File: src/tbt_pkg.sv
// Package for the timed band thermostat: widths, scaling constants, command codes
// and the structs passed between the front, core, split and register modules.
// No dependencies.
package tbt_pkg;

   localparam int unsigned SAMPLE_BITS  = 10;    // converter resolution in use
   localparam int unsigned SAMPLE_W     = 10;    // width of the sample field on the bus
   localparam int unsigned BCD_W        = 7;
   localparam int unsigned TEMP_W       = 9;
   localparam int unsigned TIME_W       = 12;    // second of hour, duration, remain
   localparam int unsigned SET_W        = 7;
   localparam int unsigned TOL_W        = 6;
   localparam int unsigned THR_W        = 15;    // (100 +/- tol) * setpoint
   localparam int unsigned HOT_W        = TEMP_W + 7;
   localparam int unsigned MS_W         = 6;     // minutes / seconds of remaining time

   localparam int unsigned HOUR_SECONDS = 3600;
   localparam int unsigned MAX_DURATION = 3599;
   localparam int unsigned TEMP_MAX     = 511;
   localparam int unsigned PERCENT      = 100;

   // temperature = floor(sample * 1019 / 2048), the fixed-point form of sample / 2.01
   localparam int unsigned SCALE_MUL    = 1019;
   localparam int unsigned SCALE_SHIFT  = 11;

   // minutes = floor(remain * 2185 / 2^17), exact for remain below one hour
   localparam int unsigned DIV60_MUL    = 2185;
   localparam int unsigned DIV60_SHIFT  = 17;
   localparam int unsigned MINUTE       = 60;

   // register map, word index = paddr[3:2]
   localparam int unsigned CSR_ADDR_W   = 4;
   localparam logic [1:0]  REG_SETPOINT  = 2'd0;
   localparam logic [1:0]  REG_DURATION  = 2'd1;
   localparam logic [1:0]  REG_TOLERANCE = 2'd2;
   localparam logic [1:0]  REG_TIMED     = 2'd3;

   localparam logic [SET_W-1:0]  SETPOINT_RST  = 7'd45;
   localparam logic [TIME_W-1:0] DURATION_RST  = 12'd360;
   localparam logic [TOL_W-1:0]  TOLERANCE_RST = 6'd10;

   typedef enum logic [1:0] {
      FUNC_START  = 2'd0,
      FUNC_SAMPLE = 2'd1,
      FUNC_STOP   = 2'd2
   } func_type;

   // settings derived from the registers, as the core consumes them
   typedef struct packed {
      logic              timed;
      logic [TIME_W-1:0] dur_eff;
      logic [THR_W-1:0]  thr_low;
      logic [THR_W-1:0]  thr_high;
   } ctl_type;

   // decoded item held in the input register
   typedef struct packed {
      logic [1:0]        func;
      logic [TIME_W-1:0] now;
      logic [TEMP_W-1:0] temp;
   } item_type;

   // result of the control step, before the remaining time is split
   typedef struct packed {
      logic              heater_on;
      logic              fan_on;
      logic              running;
      logic              finished;
      logic [TEMP_W-1:0] temp;
      logic [TIME_W-1:0] remain;
   } rslt_type;

endpackage

File: src/tbt_csr.sv
// Configuration registers of the thermostat behind an APB-style port, plus the
// registered thresholds and clamped duration handed to the core. Uses tbt_pkg.
module tbt_csr (
   input  logic                             clock,
   input  logic                             reset,
   input  logic                             csr_psel,
   input  logic                             csr_penable,
   input  logic                             csr_pwrite,
   input  logic [tbt_pkg::CSR_ADDR_W-1:0]   csr_paddr,
   input  logic [31:0]                      csr_pwdata,
   output logic [31:0]                      csr_prdata,
   output logic                             csr_pready,
   output tbt_pkg::ctl_type                 ctl
);

   logic [tbt_pkg::SET_W-1:0]  setpoint_ff;
   logic [tbt_pkg::TIME_W-1:0] duration_ff;
   logic [tbt_pkg::TOL_W-1:0]  tolerance_ff;
   logic                       timed_ff;
   tbt_pkg::ctl_type           ctl_ff;
   tbt_pkg::ctl_type           ctl_in;
   logic                       wr_en;
   logic [1:0]                 reg_idx;
   logic [7:0]                 pct_low;
   logic [7:0]                 pct_high;

   assign csr_pready = 1'b1;
   assign reg_idx    = csr_paddr[3:2];
   assign wr_en      = csr_psel && csr_penable && csr_pwrite && csr_pready;

   always_ff @(posedge clock) begin
      if (reset) begin
         setpoint_ff  <= tbt_pkg::SETPOINT_RST;
         duration_ff  <= tbt_pkg::DURATION_RST;
         tolerance_ff <= tbt_pkg::TOLERANCE_RST;
         timed_ff     <= 1'b1;
      end else if (wr_en) begin
         unique case (reg_idx)
            tbt_pkg::REG_SETPOINT:  setpoint_ff  <= csr_pwdata[tbt_pkg::SET_W-1:0];
            tbt_pkg::REG_DURATION:  duration_ff  <= csr_pwdata[tbt_pkg::TIME_W-1:0];
            tbt_pkg::REG_TOLERANCE: tolerance_ff <= csr_pwdata[tbt_pkg::TOL_W-1:0];
            tbt_pkg::REG_TIMED:     timed_ff     <= csr_pwdata[0];
            default: ;
         endcase
      end
   end

   always_comb begin
      csr_prdata = '0;
      unique case (reg_idx)
         tbt_pkg::REG_SETPOINT:  csr_prdata = {25'd0, setpoint_ff};
         tbt_pkg::REG_DURATION:  csr_prdata = {20'd0, duration_ff};
         tbt_pkg::REG_TOLERANCE: csr_prdata = {26'd0, tolerance_ff};
         tbt_pkg::REG_TIMED:     csr_prdata = {31'd0, timed_ff};
         default:                csr_prdata = '0;
      endcase
   end

   // band edges in hundredths of a degree, one multiply each
   assign pct_low  = 8'(tbt_pkg::PERCENT) - {2'b00, tolerance_ff};
   assign pct_high = 8'(tbt_pkg::PERCENT) + {2'b00, tolerance_ff};

   always_comb begin
      ctl_in.timed    = timed_ff;
      ctl_in.dur_eff  = (duration_ff > 12'(tbt_pkg::MAX_DURATION))
                        ? 12'(tbt_pkg::MAX_DURATION) : duration_ff;
      ctl_in.thr_low  = 15'({7'd0, pct_low} * {8'd0, setpoint_ff});
      ctl_in.thr_high = 15'({7'd0, pct_high} * {8'd0, setpoint_ff});
   end

   always_ff @(posedge clock) begin
      ctl_ff <= ctl_in;
   end

   assign ctl = ctl_ff;

endmodule

File: src/tbt_front.sv
// Input stage: decodes the BCD clock into a second of the hour, scales the
// converter sample to Celsius and holds the item in the input register. Uses tbt_pkg.
module tbt_front (
   input  logic                clock,
   input  logic                reset,
   input  logic                req_tvalid,
   output logic                req_tready,
   input  logic [23:0]         req_tdata,
   input  logic [1:0]          req_tuser,
   input  logic                s1_ready,
   output logic                s1_valid,
   output tbt_pkg::item_type   s1_item
);

   localparam int unsigned PROD_W   = tbt_pkg::SAMPLE_BITS + 10;
   localparam int unsigned SCALED_W = PROD_W - tbt_pkg::SCALE_SHIFT;
   localparam int unsigned EXT_W    = SCALED_W + tbt_pkg::TEMP_W;

   function automatic logic [6:0] bcd_to_bin(input logic [6:0] v);
      bcd_to_bin = v - ({1'b0, v[6:4], 3'b000} - {3'b000, v[6:4], 1'b0});
   endfunction

   logic                               s1_valid_ff;
   tbt_pkg::item_type                  item_ff;
   tbt_pkg::item_type                  item_in;
   logic [6:0]                         sec_bin;
   logic [6:0]                         min_bin;
   logic [12:0]                        soh_sum;
   logic [tbt_pkg::SAMPLE_BITS-1:0]    adc;
   logic [PROD_W-1:0]                  prod;
   logic [EXT_W-1:0]                   scaled;
   logic                               take;

   assign sec_bin = bcd_to_bin(req_tdata[6:0]);
   assign min_bin = bcd_to_bin(req_tdata[13:7]);
   // seconds + 60 * minutes; at most 5185, so one conditional subtract wraps it
   assign soh_sum = {min_bin, 6'd0} - {4'd0, min_bin, 2'd0} + {6'd0, sec_bin};

   assign adc    = req_tdata[14 +: tbt_pkg::SAMPLE_BITS];
   assign prod   = PROD_W'(adc) * PROD_W'(tbt_pkg::SCALE_MUL);
   assign scaled = EXT_W'(prod[PROD_W-1:tbt_pkg::SCALE_SHIFT]);

   always_comb begin
      item_in.func = req_tuser;
      item_in.now  = (soh_sum >= 13'(tbt_pkg::HOUR_SECONDS))
                     ? 12'(soh_sum - 13'(tbt_pkg::HOUR_SECONDS)) : soh_sum[11:0];
      item_in.temp = (scaled > EXT_W'(tbt_pkg::TEMP_MAX))
                     ? tbt_pkg::TEMP_W'(tbt_pkg::TEMP_MAX) : scaled[tbt_pkg::TEMP_W-1:0];
   end

   assign req_tready = !s1_valid_ff || s1_ready;
   assign take       = req_tvalid && req_tready;

   always_ff @(posedge clock) begin
      if (reset) begin
         s1_valid_ff <= 1'b0;
      end else if (req_tready) begin
         s1_valid_ff <= req_tvalid;
      end
   end

   always_ff @(posedge clock) begin
      if (take) begin
         item_ff <= item_in;
      end
   end

   assign s1_valid = s1_valid_ff;
   assign s1_item  = item_ff;

endmodule

File: src/tbt_core.sv
// Control step: run flag, start time, heater and fan state, countdown and band
// rule, applied once per item as it leaves the input register. Uses tbt_pkg.
module tbt_core (
   input  logic                clock,
   input  logic                reset,
   input  tbt_pkg::ctl_type    ctl,
   input  logic                s1_valid,
   output logic                s1_ready,
   input  tbt_pkg::item_type   s1_item,
   output logic                s2_valid,
   input  logic                s2_ready,
   output tbt_pkg::rslt_type   s2_rslt
);

   logic                         s2_valid_ff;
   tbt_pkg::rslt_type            rslt_ff;
   tbt_pkg::rslt_type            rslt_in;
   logic                         run_ff, run_in;
   logic [tbt_pkg::TIME_W-1:0]   start_ff, start_in;
   logic                         heat_ff, heat_in;
   logic                         fan_ff, fan_in;
   logic                         fin;
   logic [tbt_pkg::TIME_W:0]     diff;
   logic [tbt_pkg::TIME_W-1:0]   elapsed;
   logic [tbt_pkg::TIME_W-1:0]   remain;
   logic [tbt_pkg::TEMP_W-1:0]   temp_out;
   logic [tbt_pkg::HOT_W-1:0]    hot;
   logic                         fire;

   // elapsed = (now - start) mod 3600, both below 3600
   assign diff    = {1'b0, s1_item.now} - {1'b0, start_ff};
   assign elapsed = diff[tbt_pkg::TIME_W]
                    ? diff[tbt_pkg::TIME_W-1:0] + 12'(tbt_pkg::HOUR_SECONDS)
                    : diff[tbt_pkg::TIME_W-1:0];

   // 100 * temperature
   assign hot = {1'b0, s1_item.temp, 6'd0} + {2'd0, s1_item.temp, 5'd0}
              + {5'd0, s1_item.temp, 2'd0};

   always_comb begin
      run_in   = run_ff;
      start_in = start_ff;
      heat_in  = heat_ff;
      fan_in   = fan_ff;
      fin      = 1'b0;
      temp_out = '0;
      remain   = '0;
      unique case (tbt_pkg::func_type'(s1_item.func))
         tbt_pkg::FUNC_START: begin
            run_in   = 1'b1;
            start_in = s1_item.now;
            if (ctl.timed) begin
               remain = ctl.dur_eff;
            end
         end
         tbt_pkg::FUNC_SAMPLE: begin
            temp_out = s1_item.temp;
            if (run_ff) begin
               if (ctl.timed) begin
                  // overrun and exact expiry both end the run
                  if (elapsed >= ctl.dur_eff) begin
                     fin = 1'b1;
                  end else begin
                     remain = ctl.dur_eff - elapsed;
                  end
               end
               priority if (hot < {1'b0, ctl.thr_low}) begin
                  heat_in = 1'b1;
                  fan_in  = 1'b1;
               end else if (hot <= {1'b0, ctl.thr_high}) begin
                  heat_in = 1'b0;
                  fan_in  = 1'b1;
               end
            end
         end
         tbt_pkg::FUNC_STOP: begin
            fin = run_ff;
         end
         default: ;
      endcase
      if (fin) begin
         run_in  = 1'b0;
         heat_in = 1'b0;
         fan_in  = 1'b0;
      end
      rslt_in.heater_on = heat_in;
      rslt_in.fan_on    = fan_in;
      rslt_in.running   = run_in;
      rslt_in.finished  = fin;
      rslt_in.temp      = temp_out;
      rslt_in.remain    = remain;
   end

   assign s1_ready = !s2_valid_ff || s2_ready;
   assign fire     = s1_valid && s1_ready;

   always_ff @(posedge clock) begin
      if (reset) begin
         s2_valid_ff <= 1'b0;
         run_ff      <= 1'b0;
         start_ff    <= '0;
         heat_ff     <= 1'b0;
         fan_ff      <= 1'b0;
      end else begin
         if (s1_ready) begin
            s2_valid_ff <= s1_valid;
         end
         if (fire) begin
            run_ff   <= run_in;
            start_ff <= start_in;
            heat_ff  <= heat_in;
            fan_ff   <= fan_in;
         end
      end
   end

   always_ff @(posedge clock) begin
      if (fire) begin
         rslt_ff <= rslt_in;
      end
   end

   assign s2_valid = s2_valid_ff;
   assign s2_rslt  = rslt_ff;

   a_fin_drops_all: assert property (@(posedge clock) disable iff (reset)
      s2_valid_ff && rslt_ff.finished |-> !rslt_ff.running && !rslt_ff.heater_on
                                          && !rslt_ff.fan_on)
      else $error("finished result still shows a live run or drive");

   a_heat_needs_fan: assert property (@(posedge clock) disable iff (reset)
      heat_ff |-> fan_ff)
      else $error("heater on with fan off");

   a_idle_drives_off: assert property (@(posedge clock) disable iff (reset)
      !run_ff |-> !heat_ff && !fan_ff)
      else $error("drive on while no run is in progress");

endmodule

File: src/tbt_split.sv
// Output stage: splits the remaining time into minutes and seconds and holds the
// packed result item until the consumer takes it. Uses tbt_pkg.
module tbt_split (
   input  logic                clock,
   input  logic                reset,
   input  logic                s2_valid,
   output logic                s2_ready,
   input  tbt_pkg::rslt_type   s2_rslt,
   output logic                rsp_tvalid,
   input  logic                rsp_tready,
   output logic [31:0]         rsp_tdata
);

   localparam int unsigned PROD_W = 2 * tbt_pkg::TIME_W;

   logic                         rsp_valid_ff;
   logic [31:0]                  data_ff;
   logic [31:0]                  data_in;
   logic [PROD_W-1:0]            prod;
   logic [6:0]                   quot;
   logic [tbt_pkg::TIME_W:0]     rem;
   logic [tbt_pkg::MS_W-1:0]     minutes;
   logic [tbt_pkg::MS_W-1:0]     seconds;
   logic                         load;

   assign prod = PROD_W'(s2_rslt.remain) * PROD_W'(tbt_pkg::DIV60_MUL);
   assign quot = prod[tbt_pkg::DIV60_SHIFT +: 7];
   // remain - 60 * quot
   assign rem  = {1'b0, s2_rslt.remain} - ({quot, 6'd0} - {4'd0, quot, 2'd0});

   always_comb begin
      if (rem >= 13'(tbt_pkg::MINUTE)) begin
         minutes = 6'(quot + 7'd1);
         seconds = 6'(rem - 13'(tbt_pkg::MINUTE));
      end else begin
         minutes = quot[tbt_pkg::MS_W-1:0];
         seconds = rem[tbt_pkg::MS_W-1:0];
      end
      data_in = {7'd0, seconds, minutes, s2_rslt.temp, s2_rslt.finished,
                 s2_rslt.running, s2_rslt.fan_on, s2_rslt.heater_on};
   end

   assign s2_ready = !rsp_valid_ff || rsp_tready;
   assign load     = s2_valid && s2_ready;

   always_ff @(posedge clock) begin
      if (reset) begin
         rsp_valid_ff <= 1'b0;
      end else if (s2_ready) begin
         rsp_valid_ff <= s2_valid;
      end
   end

   always_ff @(posedge clock) begin
      if (load) begin
         data_ff <= data_in;
      end
   end

   assign rsp_tvalid = rsp_valid_ff;
   assign rsp_tdata  = data_ff;

   a_time_in_range: assert property (@(posedge clock) disable iff (reset)
      rsp_valid_ff |-> data_ff[24:19] < 6'(tbt_pkg::MINUTE)
                       && data_ff[18:13] < 6'(tbt_pkg::MINUTE))
      else $error("remaining minutes or seconds out of range");

endmodule

File: src/timed_band_thermostat.sv
// Top level of the timed band thermostat: register port, input stage, control
// core and output stage. Depends on tbt_pkg, tbt_csr, tbt_front, tbt_core, tbt_split.
//
//   port group | direction | carries
//   -----------+-----------+---------------------------------------------------
//   req_*      | in        | item: start / sample / stop with clock and reading
//   rsp_*      | out       | item: drives, run status, temperature, time left
//   csr_*      | in/out    | setpoint, duration, tolerance, timed mode
//
// Throughput: one item per cycle while rsp_tready is held high; an item passes the
// input register, then the control register, then the output register before its
// result can be taken.
// The only loop is the run, start time, heater and fan state, updated once per item.
// Reset: synchronous, clears valid bits, run state, drives and the registers to
// their defaults; no clearing pass, items are taken the first cycle after reset.
// Stalls: each stage refills as soon as its contents move on, so a held result
// does not block the two stages behind it until they too are full.
module timed_band_thermostat (
   input  logic                             clock,
   input  logic                             reset,
   input  logic                             req_tvalid,
   output logic                             req_tready,
   // tdata: clock_seconds_bcd [6:0], clock_minutes_bcd [13:7], sensor_sample [23:14]
   input  logic [23:0]                      req_tdata,
   // tuser: func [1:0]
   input  logic [1:0]                       req_tuser,
   output logic                             rsp_tvalid,
   input  logic                             rsp_tready,
   // tdata: heater_on [0], fan_on [1], running [2], finished [3], temperature_c [12:4],
   //        remain_minutes [18:13], remain_seconds [24:19], zero [31:25]
   output logic [31:0]                      rsp_tdata,
   input  logic                             csr_psel,
   input  logic                             csr_penable,
   input  logic                             csr_pwrite,
   input  logic [tbt_pkg::CSR_ADDR_W-1:0]   csr_paddr,
   input  logic [31:0]                      csr_pwdata,
   output logic [31:0]                      csr_prdata,
   output logic                             csr_pready
);

   tbt_pkg::ctl_type    ctl;
   tbt_pkg::item_type   s1_item;
   tbt_pkg::rslt_type   s2_rslt;
   logic                s1_valid;
   logic                s1_ready;
   logic                s2_valid;
   logic                s2_ready;

   // registers; the thresholds are registered from them and follow a write in the next cycle
   tbt_csr u_csr (
      .clock       (clock),
      .reset       (reset),
      .csr_psel    (csr_psel),
      .csr_penable (csr_penable),
      .csr_pwrite  (csr_pwrite),
      .csr_paddr   (csr_paddr),
      .csr_pwdata  (csr_pwdata),
      .csr_prdata  (csr_prdata),
      .csr_pready  (csr_pready),
      .ctl         (ctl)
   );

   // decode the clock, scale the reading, hold the item
   tbt_front u_front (
      .clock      (clock),
      .reset      (reset),
      .req_tvalid (req_tvalid),
      .req_tready (req_tready),
      .req_tdata  (req_tdata),
      .req_tuser  (req_tuser),
      .s1_ready   (s1_ready),
      .s1_valid   (s1_valid),
      .s1_item    (s1_item)
   );

   // advance the run state and apply the band rule
   tbt_core u_core (
      .clock    (clock),
      .reset    (reset),
      .ctl      (ctl),
      .s1_valid (s1_valid),
      .s1_ready (s1_ready),
      .s1_item  (s1_item),
      .s2_valid (s2_valid),
      .s2_ready (s2_ready),
      .s2_rslt  (s2_rslt)
   );

   // split remaining time, pack and hold the result item
   tbt_split u_split (
      .clock      (clock),
      .reset      (reset),
      .s2_valid   (s2_valid),
      .s2_ready   (s2_ready),
      .s2_rslt    (s2_rslt),
      .rsp_tvalid (rsp_tvalid),
      .rsp_tready (rsp_tready),
      .rsp_tdata  (rsp_tdata)
   );

endmodule
File: config.mk
export PLATFORM = sky130hd
export DESIGN_NAME = timed_band_thermostat
export DESIGN_NICKNAME = d
export VERILOG_FILES = /design/src/tbt_pkg.sv /design/src/tbt_csr.sv /design/src/tbt_front.sv /design/src/tbt_core.sv /design/src/tbt_split.sv /design/src/timed_band_thermostat.sv
export SDC_FILE = /design/constraint.sdc
export NUM_CORES = 1
export LEC_CHECK = 0
export BUFFER_PORTS_ARGS = -buffer_cell sky130_fd_sc_hd__clkbuf_2
export CAP_MARGIN = 20
export CORE_MARGIN = 10
export CORE_UTILIZATION = 44
export DETAILED_ROUTE_END_ITERATION = 8
export PLACE_DENSITY = 0.68
export SLEW_MARGIN = 20
export SYNTH_ARGS = -nofsm -noshare
export SYNTH_HDL_FRONTEND = slang
export SYNTH_SLANG_ARGS = --single-unit
File: constraint.sdc
create_clock -name clock -period 8.5 [get_ports clock]
set_input_delay 1.7 -clock clock [delete_from_list [all_inputs] [get_ports clock]]
set_output_delay 1.7 -clock clock [all_outputs]
set_load 0.1 [all_outputs]
==> qor.csv <==
stage;metric;value;unit
pwr;VDD IR max;0.000264;V
sta;final setup violation count;0;
synth;ranking of synthesized cells by area;ha_1 (23%), fa_1 (14%), edfxtp_1 (13%), dfxtp_1 (10%), inv_1 (5.8%);
run;Max-Cap Viols;0;
setup_path;crit path kind;flop to flop;
synth;synthesized cell area;0.0168;mm^2
sta;Max transition margin;31.3;%
grt;global-route wire length before repair;57800;um
sta;final hold violations;0;
synth;post-synth cell types;77;
place;IO Port Bufs;85;
synth;Mapped Cells;1753;
routing;DRT Pass-1 Iters;4;
sta;Max Clock Skew;0.0174;ns
place;placed cells;2320;
finish;Area Growth Syn to Fin;8.73;%
grt;initial antenna violation count;0;
synth;area share of the largest cell type after synthesis;23.4;%
synth;#FFs+latches synth;159;
cts;post-CTS resize count;0;
floorplanning;Die X;215;um
grt;aggregate global-route resource usage;14.8;%
sta;Hold WS;0.374;ns
hold_path;worst min path class;flop to flop;
setup_path;Arrival @ worst endpoint;7.65;ns
routing;Via density;5.09;
synth;Synth area leader;ha_1;
pwr;Leakage Power;8.86;nW
status;outcome;complete, no violations;
setup_path;crit path launch type;flop;
cts;Setup Fix Bufs, Post-CTS;0;
pwr;Pwr Total;0.00614;W
setup_path;endpoint kind of the worst setup timing path;flop;
floorplanning;core area;0.0377;mm^2
cts;Clock transition at path regs;0.07;ns
sta;final worst path period need;7.47;ns
floorplanning;die area;0.0463;mm^2
sta;Period Utilization, post-route;87.9;%
synth;Post-synth top cells;ha_1 (314), inv_1 (261), nand2_1 (156);
setup_path;Critical Path RT;8.68;ns
synth;post-synthesis async set-or-reset flop share;0;%
synth;Main synth FF type;dfxtp_1;
floorplanning;Die H;215;um
grt;vias in the first global route;12021;
routing;Detailed Route WL;33700;um
sta;post-route setup TNS;0;ns
cts;H-Tree Depth;4;
place;Post-Place Cell Area;0.0176;mm^2
place;dpl hpwl;28000;um
cts;clock latency on the worst-skew pair;0.44;ns
routing;Iteration-0 DRC Markers;470;
synth;Synth warnings;0;
cts;Num CTS Buffers;17;
grt;grt ovf;0;
floorplanning;Rows;71;
grt;largest net degree at the start of global routing;45;
finish;Nets;2329;
cts;CTS tree;done;
routing;Post-route DRC;0;
finish;share of post-route cells with drive strength above 1;7.98;%
cts;hold buffers post-CTS;0;
sta;Max Slew Vio Count;0;
pwr;PwrDens;337;mW/mm^2
synth;most common cell in the netlist;ha_1;
sta;fmax;134;MHz
place;RD Place Congestion;0.871;
cts;clk buf depth;2;
cts;CTS Root Cell;clkbuf_16;
finish;Final Non-Filler Cells;2352;
synth;average cell area after synthesis;9.56;um^2
floorplanning;Ports;136;
finish;ant diodes;0;
synth;Seq/Total Area, Yosys;23.4;%
sta;RSZ-0062 raised after global routing;false;
finish;fin area;0.0182;mm^2
routing;via count;11963;
routing;Post-DRT Antenna Nets;0;
setup_path;critical-path maximum fanout;10;
floorplanning;starting density of the core;44.5;%
synth;Post-synth EDFFs;73;
cts;TritonCTS Sinks;159;
sta;Worst Max-Slew Pin Slew;1.03;ns
routing;WL per Instance;14.3;um
[metal layers]
metal  wire length, um  track usage [%]  vias up  share of wire (%)
li1                  -                -     6023                  -
met1             15900             19.4     5706                 47
met2             15900             24.9      206                 47
met3              1350             2.42       28                4.0
met4               498             3.54        0                1.5
met5                 0                0        -                  0
[where the power goes]
part | internal (W) | switching [W] | leakage (nW)
Sequential | 0.00101 | 0.0000968 | 1.39
Clock | 0.000407 | 0.000349 | 0.289
Combinational | 0.00186 | 0.00242 | 7.18
Total | 0.00328 | 0.00286 | 8.86
[registers in the layout (all words and copies together) (netlist names)]
register            count
u_front.s1_valid        1
u_core.s2_valid         1
u_core.s2_rslt         25
u_csr.tolerance_ff      6
u_csr.duration_ff      12
u_split.rsp_tvalid      1
u_split.rsp_tdata      25
u_csr.timed_ff          1
u_csr.setpoint_ff       7
u_core.start_ff        12
u_front.s1_item        23
u_core.heat_ff          1
u_core.run_ff           1
u_csr.ctl              42
u_core.fan_ff           1
[cell usage in the layout (no fill, tap or decap), drive strengths merged, types with 7 or more instances in the layout]
| cell type | netlist | final |
|---|---|---|
| a211o | 13 | 13 |
| a211oi | 8 | 8 |
| a21o | 31 | 31 |
| a21oi | 98 | 98 |
| a22o | 14 | 14 |
| a31oi | 12 | 12 |
| and2 | 54 | 54 |
| and3 | 8 | 8 |
| clkbuf | 31 | 103 |
| conb | 2 | 28 |
| dfxtp | 86 | 86 |
| edfxtp | 73 | 73 |
| fa | 118 | 118 |
| ha | 314 | 314 |
| inv | 261 | 271 |
| mux2i | 15 | 15 |
| nand2 | 156 | 156 |
| nand2b | 21 | 21 |
| nand3 | 18 | 18 |
| nand4 | 10 | 10 |
| nor2 | 66 | 66 |
| nor2b | 32 | 32 |
| nor3 | 12 | 12 |
| o21a | 7 | 7 |
| o21ai | 40 | 40 |
| o21bai | 17 | 17 |
| xnor2 | 78 | 78 |
| xor2 | 39 | 39 |
[cells by family after synthesis]
group	count (synthesis)	share of synthesized area [%]
flops	159	23.4
fa+ha+maj	432	37.5
simple gates	409	12.0
other cells	2	0.0448
buf+inv	322	7.88
mux	19	1.28
compound gates	293	11.8
xor+xnor	117	6.11
[cell type report]
type                       count  area [um^2]
timing repair buffer          91          470
inverter                     261          980
fill                        3540        19400
multi-input combinational   1298        11600
clock buffer                  18          450
clock inverter                14          133
sequential                   159         3910
tap                          511          639
[metrics by stage]
| step | utilization (%) | setup WS (ns) |
|---|---|---|
| 2_1_floorplan | - | 1.96 |
| 3_3_place_gp | 46.8 | 1.19 |
| 3_5_place_dp | 46.8 | 1.06 |
| 4_1_cts | 48.4 | 1.01 |
| 5_1_grt | 48.4 | 0.725 |
| 6_report | 48.4 | 1.03 |
[worst paths after layout]
path	to	from	slack (ns)	depth (start not counted)
worst max-delay path	u_split.rsp_tdata[14]	u_core.s2_rslt[1]	1.03	21
worst min-delay path	u_csr.ctl[42]	u_csr.timed_ff	0.37	0
worst max register to register	u_split.rsp_tdata[14]	u_core.s2_rslt[1]	1.03	21
worst min register to register	u_csr.ctl[42]	u_csr.timed_ff	0.37	0
[critical path: stages (launching register included)]
cell	delay (ns)
edfxtp_1	0.59
ha_1	0.43
fa_1	0.48
ha_1	0.31
ha_1	0.30
ha_1	0.30
o21a_1	0.14
a21oi_1	0.07
a211o_1	0.34
o31ai_2	0.39
a21oi_1	0.16
nand2b_1	0.16
a221oi_1	0.63
fa_1	0.54
ha_1	0.37
a21o_1	0.21
a211oi_2	0.31
o21ai_1	0.10
a21oi_1	0.18
xnor2_1	0.08
or4_1	0.75
mux2_4	0.37
Power figures use the tool's default switching activity.
